### config.mk
export PLATFORM = sky130hd
export DESIGN_NAME = dsib_key_unit
export DESIGN_NICKNAME = d
export VERILOG_FILES = /design/src/hdl/dsib_pkg.sv /design/src/hdl/dsib_key_unit.sv
export SDC_FILE = /design/constraint.sdc
export NUM_CORES = 2
export LEC_CHECK = 0
export ABC_AREA = 0
export BUFFER_PORTS_ARGS = -buffer_cell sky130_fd_sc_hd__buf_2
export CAP_MARGIN = 10
export CELL_PAD_IN_SITES_DETAIL_PLACEMENT = 1
export CELL_PAD_IN_SITES_GLOBAL_PLACEMENT = 1
export CORE_MARGIN = 8
export CORE_UTILIZATION = 50
export CTS_CLUSTER_DIAMETER = 150
export CTS_CLUSTER_SIZE = 40
export DETAILED_ROUTE_END_ITERATION = 8
export HOLD_SLACK_MARGIN = 0.02
export PLACE_DENSITY = 0.86
export SYNTH_ARGS = -nofsm -noshare
export SYNTH_HDL_FRONTEND = slang
export SYNTH_SLANG_ARGS = --single-unit
### constraint.sdc
create_clock -name aclk -period 9.8 [get_ports aclk]
set_input_delay 1.47 -clock aclk [delete_from_list [all_inputs] [get_ports aclk]]
set_output_delay 1.47 -clock aclk [all_outputs]
set_load 0.1 [all_outputs]
### src/hdl/dsib_pkg.sv
// Shared types and constants of the depth-sorted insert buffer.
// No dependencies; imported by the key unit, the cell and the top level.
package dsib_pkg;

    localparam int DEPTH    = 64;
    localparam int ID_BITS  = 16;
    localparam int CNT_W    = $clog2(DEPTH + 1);

    localparam int POS_W    = 24;
    localparam int COEF_W   = 18;
    localparam int OFS_W    = 24;
    localparam int KEY_W    = 32;
    localparam int OUT_ID_W = 16;
    localparam int FILL_W   = 7;
    localparam int CFG_IDX_W  = 4;
    localparam int CFG_DATA_W = 32;

    // coef*position, then sum of three products and offset, with headroom
    localparam int PROD_W   = COEF_W + POS_W;
    localparam int SUM_W    = PROD_W + 4;
    localparam int FRAC_SH  = 15;

    // register indexes
    localparam logic [CFG_IDX_W-1:0] REG_COEF_X = CFG_IDX_W'(0);
    localparam logic [CFG_IDX_W-1:0] REG_COEF_Y = CFG_IDX_W'(1);
    localparam logic [CFG_IDX_W-1:0] REG_COEF_Z = CFG_IDX_W'(2);
    localparam logic [CFG_IDX_W-1:0] REG_OFFSET = CFG_IDX_W'(3);

    localparam logic signed [COEF_W-1:0] COEF_X_RST = COEF_W'(0);
    localparam logic signed [COEF_W-1:0] COEF_Y_RST = COEF_W'(0);
    localparam logic signed [COEF_W-1:0] COEF_Z_RST = COEF_W'(32768);
    localparam logic signed [OFS_W-1:0]  OFFSET_RST = OFS_W'(0);

    localparam logic [CFG_DATA_W-1:0] CFG_UNUSED = '0;

    // operations issued to every cell of the chain
    localparam logic [1:0] CELL_HOLD = 2'd0;
    localparam logic [1:0] CELL_INS  = 2'd1;
    localparam logic [1:0] CELL_SHL  = 2'd2;

    typedef struct packed {
        logic [KEY_W-1:0]   key;
        logic [ID_BITS-1:0] id;
    } cell_data_t;

    typedef struct packed {
        logic [1:0] op;
        cell_data_t item;
    } cell_ctrl_t;

endpackage

### src/hdl/dsib_key_unit.sv
// Depth key pipeline: three products, sum with offset, round half to even,
// saturate to 32 bits. Depends on dsib_pkg.
module dsib_key_unit
    import dsib_pkg::*;
(
    input  logic                     aclk,
    input  logic                     aresetn,
    input  logic                     start,
    input  logic signed [POS_W-1:0]  pos_x,
    input  logic signed [POS_W-1:0]  pos_y,
    input  logic signed [POS_W-1:0]  pos_z,
    input  logic signed [COEF_W-1:0] coef_x,
    input  logic signed [COEF_W-1:0] coef_y,
    input  logic signed [COEF_W-1:0] coef_z,
    input  logic signed [OFS_W-1:0]  offset,
    output logic                     key_vld,
    output logic [KEY_W-1:0]         key
);

    logic signed [PROD_W-1:0] px_reg, py_reg, pz_reg;
    logic signed [SUM_W-1:0]  ofs_reg;
    logic signed [SUM_W-1:0]  sum_reg, sum_next;
    logic [KEY_W-1:0]         key_reg, key_next;
    logic                     v1_reg, v2_reg, v3_reg;

    logic signed [SUM_W-FRAC_SH-1:0] quo;
    logic [FRAC_SH-1:0]              rem;
    logic                            rnd_up;
    logic signed [KEY_W:0]           rounded;

    always_ff @(posedge aclk) begin
        if (!aresetn) begin
            v1_reg <= 1'b0;
            v2_reg <= 1'b0;
            v3_reg <= 1'b0;
        end else begin
            v1_reg <= start;
            v2_reg <= v1_reg;
            v3_reg <= v2_reg;
        end
    end

    always_ff @(posedge aclk) begin
        px_reg  <= coef_x * pos_x;
        py_reg  <= coef_y * pos_y;
        pz_reg  <= coef_z * pos_z;
        ofs_reg <= SUM_W'(offset) <<< FRAC_SH;
        sum_reg <= sum_next;
        // hold the key until the next transaction reaches the last stage
        if (v2_reg) begin
            key_reg <= key_next;
        end
    end

    assign sum_next = SUM_W'(px_reg) + SUM_W'(py_reg) + SUM_W'(pz_reg) + ofs_reg;

    // round to nearest, ties to even, then clamp
    always_comb begin
        quo     = sum_reg[SUM_W-1:FRAC_SH];
        rem     = sum_reg[FRAC_SH-1:0];
        rnd_up  = (rem > {1'b1, {(FRAC_SH-1){1'b0}}})
               || ((rem == {1'b1, {(FRAC_SH-1){1'b0}}}) && quo[0]);
        rounded = (KEY_W+1)'(quo) + (KEY_W+1)'(rnd_up);
        if (rounded[KEY_W] != rounded[KEY_W-1]) begin
            key_next = rounded[KEY_W] ? {1'b1, {(KEY_W-1){1'b0}}}
                                      : {1'b0, {(KEY_W-1){1'b1}}};
        end else begin
            key_next = rounded[KEY_W-1:0];
        end
    end

    assign key_vld = v3_reg;
    assign key     = key_reg;

endmodule

==> After elaboration in Yosys (flattened, before gate mapping) <==
Cells that the tools add are included.
{ "totals": {"register_bits": 230, "latchBits": 0, "mem_bits_rw": 0, "romBits": 0, "out_inout_bits": 33, "n_memories": 0} }
{ "op_classes": {"n_addsub": 4, "mul": 3, "n_div": 0, "n_lt_le_gt_ge": 1, "n_eq_ne": 2, "n_shift": 0, "muxes": 2, "bitwise_logic": 0, "n_reduce_logical": 2} }
{ "ops": {"columns": ["op", "count"], "rows": [
  ["$mul 18x24->42", 3],
  ["$mux 32", 2],
  ["$add 44x39->45", 1],
  ["$add 43x42->44", 1],
  ["$add 42x42->43", 1],
  ["$add 30x2->31", 1],
  ["$eq 15x15->1 const B", 1],
  ["$gt 15x15->1 const B", 1],
  ["$logic_and 1x1->1", 1],
  ["$logic_or 1x1->1", 1],
  ["$ne 1x1->1", 1]
]} }

==> Logic depth before layout (Yosys ltp) <==
{ "depth": {"word_depth": 6, "mapped_depth": 26, "mapped_depth_nobuf": 24} }

==> Worst setup path after synthesis <==
No wires, ideal clock.
{ "synth_path": {"path_kind": "in2reg", "startpoint": "input pos_z[18]", "endpoint": "register pz_reg[38]", "t_arrival_ps": 7453, "required_time_ps": 9673, "slack_ps": 2220, "path_stages": 25, "n_path_buf": 2, "path_cell_list": "clkbuf_1 > clkbuf_1 > nand2_1 > fa_1 > inv_1 > fa_1 > inv_1 > fa_1 > inv_1 > fa_1 > fa_1 > inv_1 > fa_1 > inv_1 > ha_1 > and3_1 > and2_1 > a221o_1 > a2111oi_2 > o31ai_1 > and4_1 > a31o_2 > nor4_2 > nor3_1 > xor2_1"} }
{ "synth_between": {"elab_chain_cells": 1} }
{ "synth_rtl": {"columns": ["item", "line", "rtl"], "rows": [
  ["start: declaration", "dsib_key_unit.sv:11", "input logic signed [POS_W-1:0] pos_z,"],
  ["$mul 18x24->42", "dsib_key_unit.sv:46", "pz_reg <= coef_z * pos_z;"],
  ["end signal: assignment", "dsib_key_unit.sv:46", null],
  ["end: declaration", "dsib_key_unit.sv:20", "logic signed [PROD_W-1:0] px_reg, py_reg, pz_reg;"]
]} }
Every way passes these cells.
A chain may end at the register's enable or synchronous reset.

==> Worst setup path after layout <==
{ "layout_path": {"startpoint": "input coef_x[0]", "endpoint": "register px_reg[40]"} }
{ "layout_between": {"elab_chain_cells": 1} }
{ "layout_rtl": {"columns": ["item", "line", "rtl"], "rows": [
  ["start: declaration", "dsib_key_unit.sv:12", "input logic signed [COEF_W-1:0] coef_x,"],
  ["$mul 18x24->42", "dsib_key_unit.sv:44", "px_reg <= coef_x * pos_x;"],
  ["end signal: assignment", "dsib_key_unit.sv:44", null],
  ["end: declaration", "dsib_key_unit.sv:20", null]
]} }
Every way passes these cells.

==> impl_metrics.toml <==
[synth]
netlist_area_um2 = 55000
ys_seq_elements = 229
syn_inst = 5909
synth_seq_area_share = 0.0890
synthTopCellsByArea = "fa_1 49%, inv_1 10%, ha_1 8.5%"
yosys_most_used_dff = "dfxtp_1"
synth_top_area_frac = 0.490
synth_top_cell_by_area = "fa_1"
yosysWarnings = 0
synthArstFlopShare = 0
syn-mean-instance-area_um2 = 9.31
synth-edff-count = 31
synthDistinctLibCells = 73
syn_nets = 7780

[timing]
slew_violations = 0
slew_headroom = 0.269
finalCritPeriodShare = 0.902
setup_tns_ps = 0
final-setup-viol-count = 0
grt_setup_unrepaired = "false"
hold_viol_final = 0
fin_crit_ps = 8840
fmax_mhz = 113
worst_pin_slew_ps = 1100
setup_ws_ps = 965
fin_skew_ps = 24.3

[finish]
drive_gt1_frac = 0.0382
utilization = 0.524
syn2layout_area_growth_pct = 3.85
seq_area_um2 = 4900
largest_reg_flops = 45
nNetsFinal = 7752
fillCellCount = 12600
multiInputGateArea_um2 = 43700

[clock_tree]
cts_resized = 0
clk_pin_slew_ps = 160
clockRootBuffer = "clkbuf_16"
cts_tree = "yes"
clk_latency_ps = 520
numClockSinks = 229
cts_buffer_depth = 3
cts_hold_buf = 0
numCtsBuffers = 9
postCtsSetupRepairBufs = 0
htreeDepth = 1

[die]
fp.dieW_um = 348
io_pins = 186
die_area_um2 = 121000
core_area_um2 = 109000
initial_core_util = 0.505
fp.dieH_um = 348
rows = 121

[placement]
numPortBuffers = 185
dp_slack_ps = 631
gp_congestion = 0.891
hpwl_um = 140000

[global_routing]
grt.total_usage = 0.282
grt_max_degree = 42
use_met1 = 0.337
grt_busiest_layer = "met2"
grt_pass1_wl_um = 269000
grt_overflow_total = 0
grt_pass1_vias = 49700
use_met2 = 0.496
grt_antenna_before_repair = 7
grt.met3_usage = 0.0492

[routing]
vias = 40600
drt_iter0_markers = 2483
wirelength_um = 167000
drtPass1Iterations = 7
viasPerCell = 5.56
antenna_left = 0
drc = 0
wl_per_cell_um = 22.9

[setup_path]
critPathSlowestCell = "nor3_1"
critical_path_class = "in -> reg"
cp-end-kind = "register"
cp.required_ps = 10240
path_cells = "buf_2 -> and2_1 -> fa_1 -> fa_1 -> ha_1 -> inv_1 -> fa_1 -> inv_1 -> fa_1 -> inv_1 -> fa_1 -> inv_1 -> ha_1 -> nand2_1 -> nor3_1 -> nand4_1 -> nor3_1 -> nor2_1 -> a211oi_1 -> nand2b_1 -> a31o_2 -> xnor2_1"
slowest_delay_ps = 770
crit_arrival_ps = 9270
crit_fanout = 24
worst_path_most_repeated_cell = "fa_1"
startpoint_type = "input pin"

[run_status]
outcome = "finished, final reports clean"

[job]
maxCapViolations = 0

[hold_path]
min_path_type = "reg -> reg"
-- logic make-up (layout without fill, tap and decap cells) --
group,after synthesis,after routing,synth area share
adder cells (fa/ha/maj),1718,1718,0.574
buffers and inverters,1715,1689,0.117
AND/OR/NAND/NOR,1636,1636,0.139
AO/OA/AOI/OAI,413,413,0.0484
flip-flops,229,229,0.0890
XOR/XNOR,197,197,0.0314
multiplexers,1,1,0.000205
other,0,2,0
-- routing by layer --
metal  vias up  share of wire
met4         4          0.050
met5         -        0.00016
li1      17100              -
met1     21300           0.38
met2      1603           0.51
met3       548          0.068
-- area by class of cell --
type / count / area share
Clock inverter: 1 / 0.000285
Clock buffer: 12 / 0.00414
Timing Repair Buffer: 187 / 0.0165
Tap cell: 1414 / 0.0310
Antenna cell: 2 / 0.0000876
Sequential cell: 229 / 0.0857
Inverter: 1489 / 0.0978
Multi-Input combinational cell: 3965 / 0.765
-- placed cells by master, fill, tap and decap left out, types with 71 or more instances in the layout --
cell type	Yosys	final
buf_2	1	185
inv_1	1486	1486
fa_1	1346	1346
nand2_1	869	869
a21o_1	71	71
and2_1	453	453
dfxtp_1	198	197
xnor2_1	156	156
nor2_1	146	146
a21oi_1	143	143
ha_1	372	372
-- cell usage after synthesis, types with 12 or more instances --
cell type,count
a21oi_1,143
xor2_1,41
a211oi_1,21
fa_1,1346
inv_1,1486
o21ai_0,56
or3_1,13
o211ai_1,12
nand2_1,869
and3_1,20
nand3_1,35
xnor2_1,156
nand2b_1,42
edfxtp_1,31
a21o_1,71
nor2_1,146
o21bai_1,17
nor3_1,13
clkbuf_1,223
dfxtp_1,198
and2_1,453
o21a_1,19
nand4_1,14
ha_1,372
-- critical path: cells and delay by family --
family,cells,cell delay (ps)
AO/OA/AOI/OAI,2,690
XOR/XNOR,1,180
adder cells (fa/ha/maj),7,3560
buffers and inverters,5,920
AND/OR/NAND/NOR,7,2430
-- metrics by stage --
stage	std cells	hold WS, ps	cell area, µm²
floorplan	5909	412	55000
global placement	7284	417	56900
detailed placement	7284	427	56900
CTS	7297	461	57100
global route	7299	479	57100
finish	7299	458	57100
-- worst paths after layout --
kind	startpoint	to	slack (ps)	depth (start not counted)
hold / removal	v1_reg	v2_reg	460	1
hold reg to reg	v1_reg	v2_reg	460	1
setup / recovery	coef_x[0]	px_reg[40]	960	22
setup reg to reg	py_reg[2]	sum_reg[40]	5000	14
Power is left out: the tool's default activity adds up to more than one toggle a clock period on the data nets, which glitch-free logic cannot reach.
