File: src/hdl/dsib_pkg.sv
// Shared types and constants of the depth-sorted insert buffer.
// No dependencies; imported by the key unit, the cell and the top level.
package dsib_pkg;

    localparam int DEPTH    = 64;
    localparam int ID_BITS  = 16;
    localparam int CNT_W    = $clog2(DEPTH + 1);

    localparam int POS_W    = 24;
    localparam int COEF_W   = 18;
    localparam int OFS_W    = 24;
    localparam int KEY_W    = 32;
    localparam int OUT_ID_W = 16;
    localparam int FILL_W   = 7;
    localparam int CFG_IDX_W  = 4;
    localparam int CFG_DATA_W = 32;

    // coef*position, then sum of three products and offset, with headroom
    localparam int PROD_W   = COEF_W + POS_W;
    localparam int SUM_W    = PROD_W + 4;
    localparam int FRAC_SH  = 15;

    // register indexes
    localparam logic [CFG_IDX_W-1:0] REG_COEF_X = CFG_IDX_W'(0);
    localparam logic [CFG_IDX_W-1:0] REG_COEF_Y = CFG_IDX_W'(1);
    localparam logic [CFG_IDX_W-1:0] REG_COEF_Z = CFG_IDX_W'(2);
    localparam logic [CFG_IDX_W-1:0] REG_OFFSET = CFG_IDX_W'(3);

    localparam logic signed [COEF_W-1:0] COEF_X_RST = COEF_W'(0);
    localparam logic signed [COEF_W-1:0] COEF_Y_RST = COEF_W'(0);
    localparam logic signed [COEF_W-1:0] COEF_Z_RST = COEF_W'(32768);
    localparam logic signed [OFS_W-1:0]  OFFSET_RST = OFS_W'(0);

    localparam logic [CFG_DATA_W-1:0] CFG_UNUSED = '0;

    // operations issued to every cell of the chain
    localparam logic [1:0] CELL_HOLD = 2'd0;
    localparam logic [1:0] CELL_INS  = 2'd1;
    localparam logic [1:0] CELL_SHL  = 2'd2;

    typedef struct packed {
        logic [KEY_W-1:0]   key;
        logic [ID_BITS-1:0] id;
    } cell_data_t;

    typedef struct packed {
        logic [1:0] op;
        cell_data_t item;
    } cell_ctrl_t;

endpackage

File: src/hdl/dsib_cell.sv
// One slot of the sorted chain: holds a key and id, compares against the
// broadcast item and takes data from either neighbor. Depends on dsib_pkg.
module dsib_cell
    import dsib_pkg::*;
(
    input  logic       aclk,
    input  cell_ctrl_t ctrl,
    input  logic       occ,
    input  cell_data_t left_data,
    input  logic       left_ge,
    input  cell_data_t right_data,
    output cell_data_t data,
    output logic       ge
);

    cell_data_t data_reg, data_next;

    // entry sorts ahead of the new item (equal keys stay ahead)
    assign ge = occ && ($signed(data_reg.key) >= $signed(ctrl.item.key));

    always_comb begin
        data_next = data_reg;
        case (ctrl.op)
            CELL_INS: begin
                if (!ge) begin
                    data_next = left_ge ? ctrl.item : left_data;
                end
            end
            CELL_SHL: data_next = right_data;
            default:  data_next = data_reg;
        endcase
    end

    always_ff @(posedge aclk) begin
        data_reg <= data_next;
    end

    assign data = data_reg;

endmodule

File: config.mk
export PLATFORM = sky130hd
export DESIGN_NAME = dsib_cell
export DESIGN_NICKNAME = d
export VERILOG_FILES = /design/src/hdl/dsib_pkg.sv /design/src/hdl/dsib_cell.sv
export SDC_FILE = /design/constraint.sdc
export NUM_CORES = 1
export LEC_CHECK = 0
export ABC_AREA = 1
export BUFFER_PORTS_ARGS = -buffer_cell sky130_fd_sc_hd__buf_2
export CAP_MARGIN = 0
export CORE_ASPECT_RATIO = 0.8
export CORE_MARGIN = 8
export CORE_UTILIZATION = 40
export DETAILED_ROUTE_END_ITERATION = 8
export PLACE_DENSITY = 0.77
export SYNTH_ARGS = -nofsm -noshare
export SYNTH_HDL_FRONTEND = slang
export SYNTH_SLANG_ARGS = --single-unit
File: constraint.sdc
create_clock -name aclk -period 2.78 [get_ports aclk]
set_clock_uncertainty 0.2 [all_clocks]
set_input_delay 0.139 -clock aclk [delete_from_list [all_inputs] [get_ports aclk]]
set_output_delay 0.139 -clock aclk [all_outputs]
set_load 0.02 [all_outputs]
=== After elaboration in Yosys (flattened, before gate mapping) ===
Index checks and enable logic that the tools add are counted.

* Bits in registers: 48
* Input port bits: 149
* Logic and storage cells: 12

* Magnitude comparators: 1
* Equal/unequal tests: 3
* Multiplexer cells: 3
* Reductions and logical operators: 3

{| class="wikitable"
|+ Operator list
! kind !! number
|-
| 48-bit 2-to-1 mux || 2
|-
| 48-bit case mux with 2 select lines || 1
|-
| 32-bit >= comparator || 1
|-
| 2-bit by 1-bit == test with 1-bit output, second input constant || 1
|-
| 2-bit == test, second input constant || 1
|-
| 2-bit inequality test, second input constant || 1
|-
| 2-bit AND reduction || 1
|-
| 2-bit nonzero test || 1
|-
| 1-bit logical AND || 1
|}

=== Longest topological paths before layout ===
Gate-level depths: netlist of the first run.

* Depth in word-level cells: 4
* Mapped depth: 18

=== Least setup slack after synthesis of the first run ===
OpenSTA, ideal clock, no wires.

* Kind: register to register
* From: reg data_reg, in the netlist data[47]
* To: reg data_reg, in the netlist data[0] (enable)
* Setup time: 0.407 ns
* Arrival: 2.633 ns
* Path slack: -0.460 ns
* Cell stages (with the launch flop): 12
* Buffers on the path: 0
* Path through: edfxtp_1 -> ha_1 -> nand2_1 -> nor2_2 -> nand2_2 -> nor4_4 -> nand2_1 -> nand3_1 -> nand3_1 -> nand2_1 -> nand2_1 -> nand2_1

* Cells in the longest elaborated chain, start to end: 4

{| class="wikitable"
|+ RTL lines
! element !! RTL line !! RTL
|-
| start, declared || dsib_cell.sv:16 || <nowiki>cell_data_t data_reg, data_next;</nowiki>
|-
| start signal, assigned || dsib_cell.sv:35 || <nowiki>data_reg <= data_next;</nowiki>
|-
| 32-bit >= comparator || dsib_cell.sv:19 || <nowiki>assign ge = occ && ($signed(data_reg.key) >= $signed(ctrl.item.key));</nowiki>
|-
| 1-bit logical AND || dsib_cell.sv:19 ||
|-
| 2-bit inequality test (no line) || -- ||
|-
| 2-bit AND reduction (no line) || -- ||
|}

Every way passes these cells.
A chain may end at the register's enable or synchronous reset.

==> reports/metrics.cfg, run 1 <==
[global_routing]
grt_max_degree=50
grt_pass1_wl_um=19870
grt_overflow=0
grt.total_usage=0.2095
grt_antenna_before_repair=1
grt_pass1_vias=4268

[synthesis]
syn-num-nets=592
yosys.area.top_type=edfxtp_1
synth-seq-cells=48
yosys_warnings=0
synth_area_leaders=edfxtp_1 43%, nand2_1 14%, ha_1 12%
synth.avg_cell_area_um2=8.171
synth_cell_types=21
netlist_instances=411
syn-cell-area_um2=3358
netlist.area_leader.share=0.4292
yosysSeqAreaShare=0.4292

[sta]
fmax_ghz=0.3906
finalSetupTns_ns=0
slew_violations=0
fin_ws_ns=0.2195
timing.final.hold_violations=0
min_period_ns=2.560
finalSetupViolations=0
min_period_over_period=0.9210
maxSlewHeadroom=0.5322
rsz0062_at_grt=no
tightest_slew_ns=0.7017

[detailed_routing]
wl_per_cell_um=15.87
first_iter_violations=152
vias=3912
drt_wl_total_um=12470
viasPerCell=4.977
postRouteAntennaNets=0
drt-pass1-iter-count=5
drcViolationCount=0

[worst_setup_path]
worstPathMaxFanout=32
worstPathRequired_ns=2.63
r2r-start=data[35]$_DFFE_PP_
start_kind=primary input
crit_path_end_kind=register
path_class=in -> reg
worstPathArrival_ns=2.41
cp-startpoint=ctrl[49]

[clocking]
clockRootBuffer=clkbuf_8
post-cts-setup-buffers=0
clkSinkCount=48
h-tree-depth=2
clock_latency_ns=0.30
max-clock-path-buffers=2
tritoncts=done
numCtsBuffers=5
path_clk_slew_ns=0.10

[run_status]
outcome=finished clean

[die]
core-area_um2=8333
die_y_um=97.96
dieArea_um2=11600
initial_core_util=0.4030
std_cell_rows=30
die_w_um=118.4
num_io_pins=198

[cells_and_area]
area_growth_pct=60.77
nets=854
drive_gt1_frac=0.3234
largest_reg_flops=48
n_antenna_cell=0

[placed_design]
dp_slack_ns=0.2184
dp_hpwl_um=8832
gp_congestion=0.8336
io_buffer_count=197

[power]
peakVddDrop_mv=0.2487
powerDensity_nw_per_um2=437.3
power.leakage_nw=2.707

[job]
maxCapViolCount=0

[worst_hold_path]
hold_path.class=in -> reg
hold_start=left_data[11]

## path summary, 6_finish.rpt
path / to / slack (ns) / depth (start not counted)
max: data[44]$_DFFE_PP_ / 0.22 / 6
min: data[11]$_DFFE_PP_ / 0.01 / 3
max reg2reg: data[38]$_DFFE_PP_ / 0.26 / 12
min reg2reg: data[47]$_DFFE_PP_ / 1.04 / 7
## cells in the final DEF, fill, tap and decap left out, drive strengths merged, types with 2 or more instances in the layout
cell type,netlist,final
inv,41,41
nand4,3,3
o211ai,30,30
dlygate4sd3,0,74
a21oi,15,15
a21o,2,2
edfxtp,48,48
o21a,2,2
nand3,33,33
buf,10,203
clkbuf,13,6
nor2,28,28
o21ai,4,4
ha,32,32
nand2,130,130
bufinv,0,3
a31oi,17,17
## power by group
group	total (mW)	internal (mW)	switching, mW
registers	0.916	0.887	0.0286
clock network	0.698	0.450	0.248
logic	0.748	0.347	0.401
## critical path: stages
cell,delay (ns)
buf_2,0.55
nand2_2,0.54
buf_4,0.38
o211ai_1,0.13
nand2_1,0.08
dlygate4sd3_1,0.58
## area by class of cell
| cell class | count | area (µm²) |
|---|---|---|
| fill | 712 | 2934 |
| timing repair buffer | 278 | 1813 |
| multi-input combinational | 298 | 1688 |
| sequential | 48 | 1441 |
| inverter | 42 | 157.7 |
| tap | 112 | 140.1 |
| clock inverter | 3 | 90.09 |
| clock buffer | 5 | 68.82 |
## cells in the mapped netlist
cell and number:
nand2_1 129, edfxtp_1 48, inv_1 41, nand3_1 33, ha_1 32, o211ai_1 30
nor2_1 27, a31oi_1 17, a21oi_1 15, clkbuf_1 13, buf_2 6, buf_1 4
o21ai_0 4, nand4_1 3, a21o_1 2, o21a_1 2, clkinv_1 1, nand2_2 1
nor2_2 1, nor3_1 1, nor4_4 1
## metal layers
metal,part of all wire,global-route usage,up-vias,wire length (µm)
met5,0.0010,0,-,13
met3,0.10,0.07555,38,1294
li1,-,-,1940,-
met4,0.035,0.09796,2,440
met1,0.37,0.2140,1725,4633
met2,0.49,0.3759,207,6091
## kinds of logic after synthesis
logic type      Yosys count  synth area share
compound gates           70            0.1360
fa+ha+maj                32            0.1192
buf+inv                  65           0.07489
flops                    48            0.4292
simple gates            196            0.2407
## stage by stage
step | area, µm² | hold slack, ns | total power [mW] | utilization | std cells
final | 5399 | 0.01192 | 2.361 | 0.6479 | 786
after global routing | 5399 | 0.01522 | 2.475 | 0.6479 | 786
after CTS | 5358 | 0.0004431 | 2.352 | 0.6429 | 785
after detailed placement | 4458 | 0.2458 | 1.552 | 0.5350 | 703
after global placement | 4458 | 0.2434 | 1.533 | 0.5350 | 703
after floorplan | 3366 | 0.1532 | 1.293 | - | 411
## timing repair
item / 4_1_cts / 5_1_grt
endpoints found under the hold margin: 43 / 0
setup endpoints to repair: 0 / 49
gates resized for setup: 0 / 2
hold buffers: 74 / 0
Note: power is estimated with default switching activity, not from simulation.
==> run 2, diff against run 1 <==
--- a/config.mk
+++ b/config.mk
@@ -8,7 +8,7 @@
 export ABC_AREA = 1
 export BUFFER_PORTS_ARGS = -buffer_cell sky130_fd_sc_hd__buf_2
 export CAP_MARGIN = 0
-export CORE_ASPECT_RATIO = 0.8
+export CORE_ASPECT_RATIO = 1.25
 export CORE_MARGIN = 8
 export CORE_UTILIZATION = 40
 export DETAILED_ROUTE_END_ITERATION = 8
==> run 2 against run 1 <==
Effect of this change:
- total power down 6.5%
- via count up 3.5%
- clock power down 24%
- combinational power up 2%
- highest routed layer is now met4
==> reports/metrics.cfg, run 2 (synthesis gave the netlist of run 1 again) <==
[detailed_routing]
drcViolationCount=0  ; unchanged
postRouteAntennaNets=0  ; unchanged
wl_per_cell_um=16.62  ; +4.7%
drt-pass1-iter-count=5  ; unchanged
viasPerCell=5.179  ; +4.1%
vias=4050  ; +3.5%
first_iter_violations=210  ; +38%
drt_wl_total_um=13000  ; +4.2%

[clocking]
h-tree-depth=2  ; unchanged
clockRootBuffer=clkbuf_8
numCtsBuffers=5  ; unchanged
ctsResizeCount=0  ; unchanged
clock_latency_ns=0.31  ; about the same
clkSinkCount=48  ; unchanged
tritoncts=done
max-clock-path-buffers=2  ; unchanged
post-cts-setup-buffers=0  ; unchanged
path_clk_slew_ns=0.10  ; about the same

[worst_setup_path]
cp.depth=12  ; +6
r2r_slack_ns=0.29  ; +0.03 ns
cp_slowest_stage_delay_ns=0.41  ; -0.17 ns
crit_path_frequent_cell=nand2_1
crit_path_end_kind=output pin
cp_top_family=simple AND/OR/NAND/NOR gates
crit_chain=ha_1 > nand2_1 > nor2_2 > nand2_2 > nor4_4 > nand2_1 > nand2_1 > nand2_1 > nand3_1 > nand2_1 > inv_1 > buf_2
crit_slowest_cell=edfxtp_1
worstPathBufferInverterCount=2  ; -1
worstPathRequired_ns=2.44  ; -0.19 ns
worstPathArrival_ns=2.18  ; -0.23 ns
r2r-end=data[31]$_DFFE_PP_
reg2reg_depth=12  ; unchanged
path_class=reg -> out
worstPathMaxFanout=4  ; -88%
r2r-start=data[47]$_DFFE_PP_
start_kind=register

[cells_and_area]
final_util=0.6607  ; +0.01281
nets=863  ; +1.1%
layout_commonest_cell=buf_2
area_growth_pct=61.21
drive_gt1_frac=0.3163  ; -0.007190
largest_reg_flops=48  ; unchanged
multi_input_area_um2=1675  ; -0.74%
final_cell_mix=197 x buf_2, 127 x nand2_1, 84 x dlygate4sd3_1
fin_area_um2=5414  ; +0.28%
seq_area_um2=1441  ; unchanged
fillers=663  ; -6.9%

[global_routing]
grt_pass1_vias=4346  ; +1.8%
grt.total_usage=0.2197  ; +0.01017
grt_overflow=0  ; unchanged
grt_pass1_wl_um=20760  ; +4.5%
grt_antenna_before_repair=2  ; +1
grt_max_degree=50  ; unchanged

[worst_hold_path]
hold_start=ctrl[13]
whs_endpoint=data[13]$_DFFE_PP_
whs_path_depth=3  ; unchanged
hold_path.class=in -> reg

[die]
die_w_um=97.96  ; -17%
dieArea_um2=11600  ; unchanged
num_io_pins=198  ; unchanged
std_cell_rows=37  ; +23%
die_y_um=118.4  ; +21%
core-area_um2=8194  ; -1.7%
initial_core_util=0.4098  ; +0.006831

[placed_design]
gp_congestion=0.8140  ; -2.4%
dp_hpwl_um=8865  ; +0.38%
io_buffer_count=197  ; unchanged
post_dp_cell_area_um2=4452  ; -0.14%

[sta]
maxSlewHeadroom=0.5444  ; +0.01224
timing.final.hold_violations=0  ; unchanged
whs_ns=0.008791  ; -0.003130 ns
fmax_ghz=0.3975  ; +1.8%
slew_violations=0  ; unchanged
min_period_over_period=0.9049  ; -0.01615
finalSetupTns_ns=0  ; unchanged
rsz0062_at_grt=no
finalSetupViolations=0  ; unchanged
tightest_slew_ns=0.6833  ; -0.01837 ns
min_period_ns=2.516  ; -0.04491 ns

[job]
maxCapViolCount=0  ; unchanged

[power]
powerDensity_nw_per_um2=407.6  ; -6.8%
power.leakage_nw=2.720  ; +0.47%
peakVddDrop_mv=0.2035  ; -18%
total_power_mw=2.207  ; -6.5%

[run_status]
outcome=finished clean

run 2: cell types whose count changed in the layout (fill, tap and decap cells not counted), sizes merged:
cell,change
dlygate4sd3,+10
bufinv,-2
clkinv,+2
diode,+2
clkbuf,-1
run 2: how the worst max path moves through the flow:
| stage | end | from |
|---|---|---|
| after floorplan | data[0]$_DFFE_PP_ | data[47]$_DFFE_PP_ |
| after global placement | data[1]$_DFFE_PP_ | data[47]$_DFFE_PP_ |
| after detailed placement | data[1]$_DFFE_PP_ | data[47]$_DFFE_PP_ |
| after CTS | ge | data[47]$_DFFE_PP_ |
| after global routing | ge | data[47]$_DFFE_PP_ |
| final | ge | data[47]$_DFFE_PP_ |
run 2: worst min-delay path, stage by stage:
cell and delay (ns):
buf_2 0.08, nand2_1 0.04, a31oi_1 0.14
run 2: timing repair:
| action | 4_1_cts | 5_1_grt |
|---|---|---|
| hold endpoints to repair | 46 | 0 |
| hold buffers | 84 | 0 |
| setup endpoints to repair | 0 | 0 |
run 2: per-layer routing:
| metal | track usage | routed length (µm) | vias to the layer above |
|---|---|---|---|
| met5 | 0 | 0 | - |
| met4 | 0.1359 | 681 | 0 |
| met3 | 0.06400 | 1043 | 50 |
| met2 | 0.4026 | 6837 | 213 |
| met1 | 0.2112 | 4434 | 1831 |
| li1 | - | - | 1956 |
run 2: layout make-up:
cell class / instances / share of cell area
Clock inverter: 3 / 0.008782
Antenna cell: 2 / 0.0009244
Clock buffer: 5 / 0.01271
Multi-Input combinational cell: 298 / 0.3095
Sequential cell: 48 / 0.2662
Timing Repair Buffer: 287 / 0.3504
Inverter: 42 / 0.02912
Tap cell: 97 / 0.02242
run 2: stage by stage:
step / setup WS (ns) / cells
after detailed placement: 0.3087 / 688
after CTS: 0.2424 / 780
final: 0.2644 / 782
after floorplan: 0.2191 / 411
after global routing: 0.05342 / 782
after global placement: 0.3494 / 688
run 2: report_power, final:
group          total, mW  switching [mW]  internal [mW]
clock network      0.527           0.256          0.271
logic              0.763           0.405          0.357
registers          0.917          0.0294          0.887
total               2.21           0.691           1.52
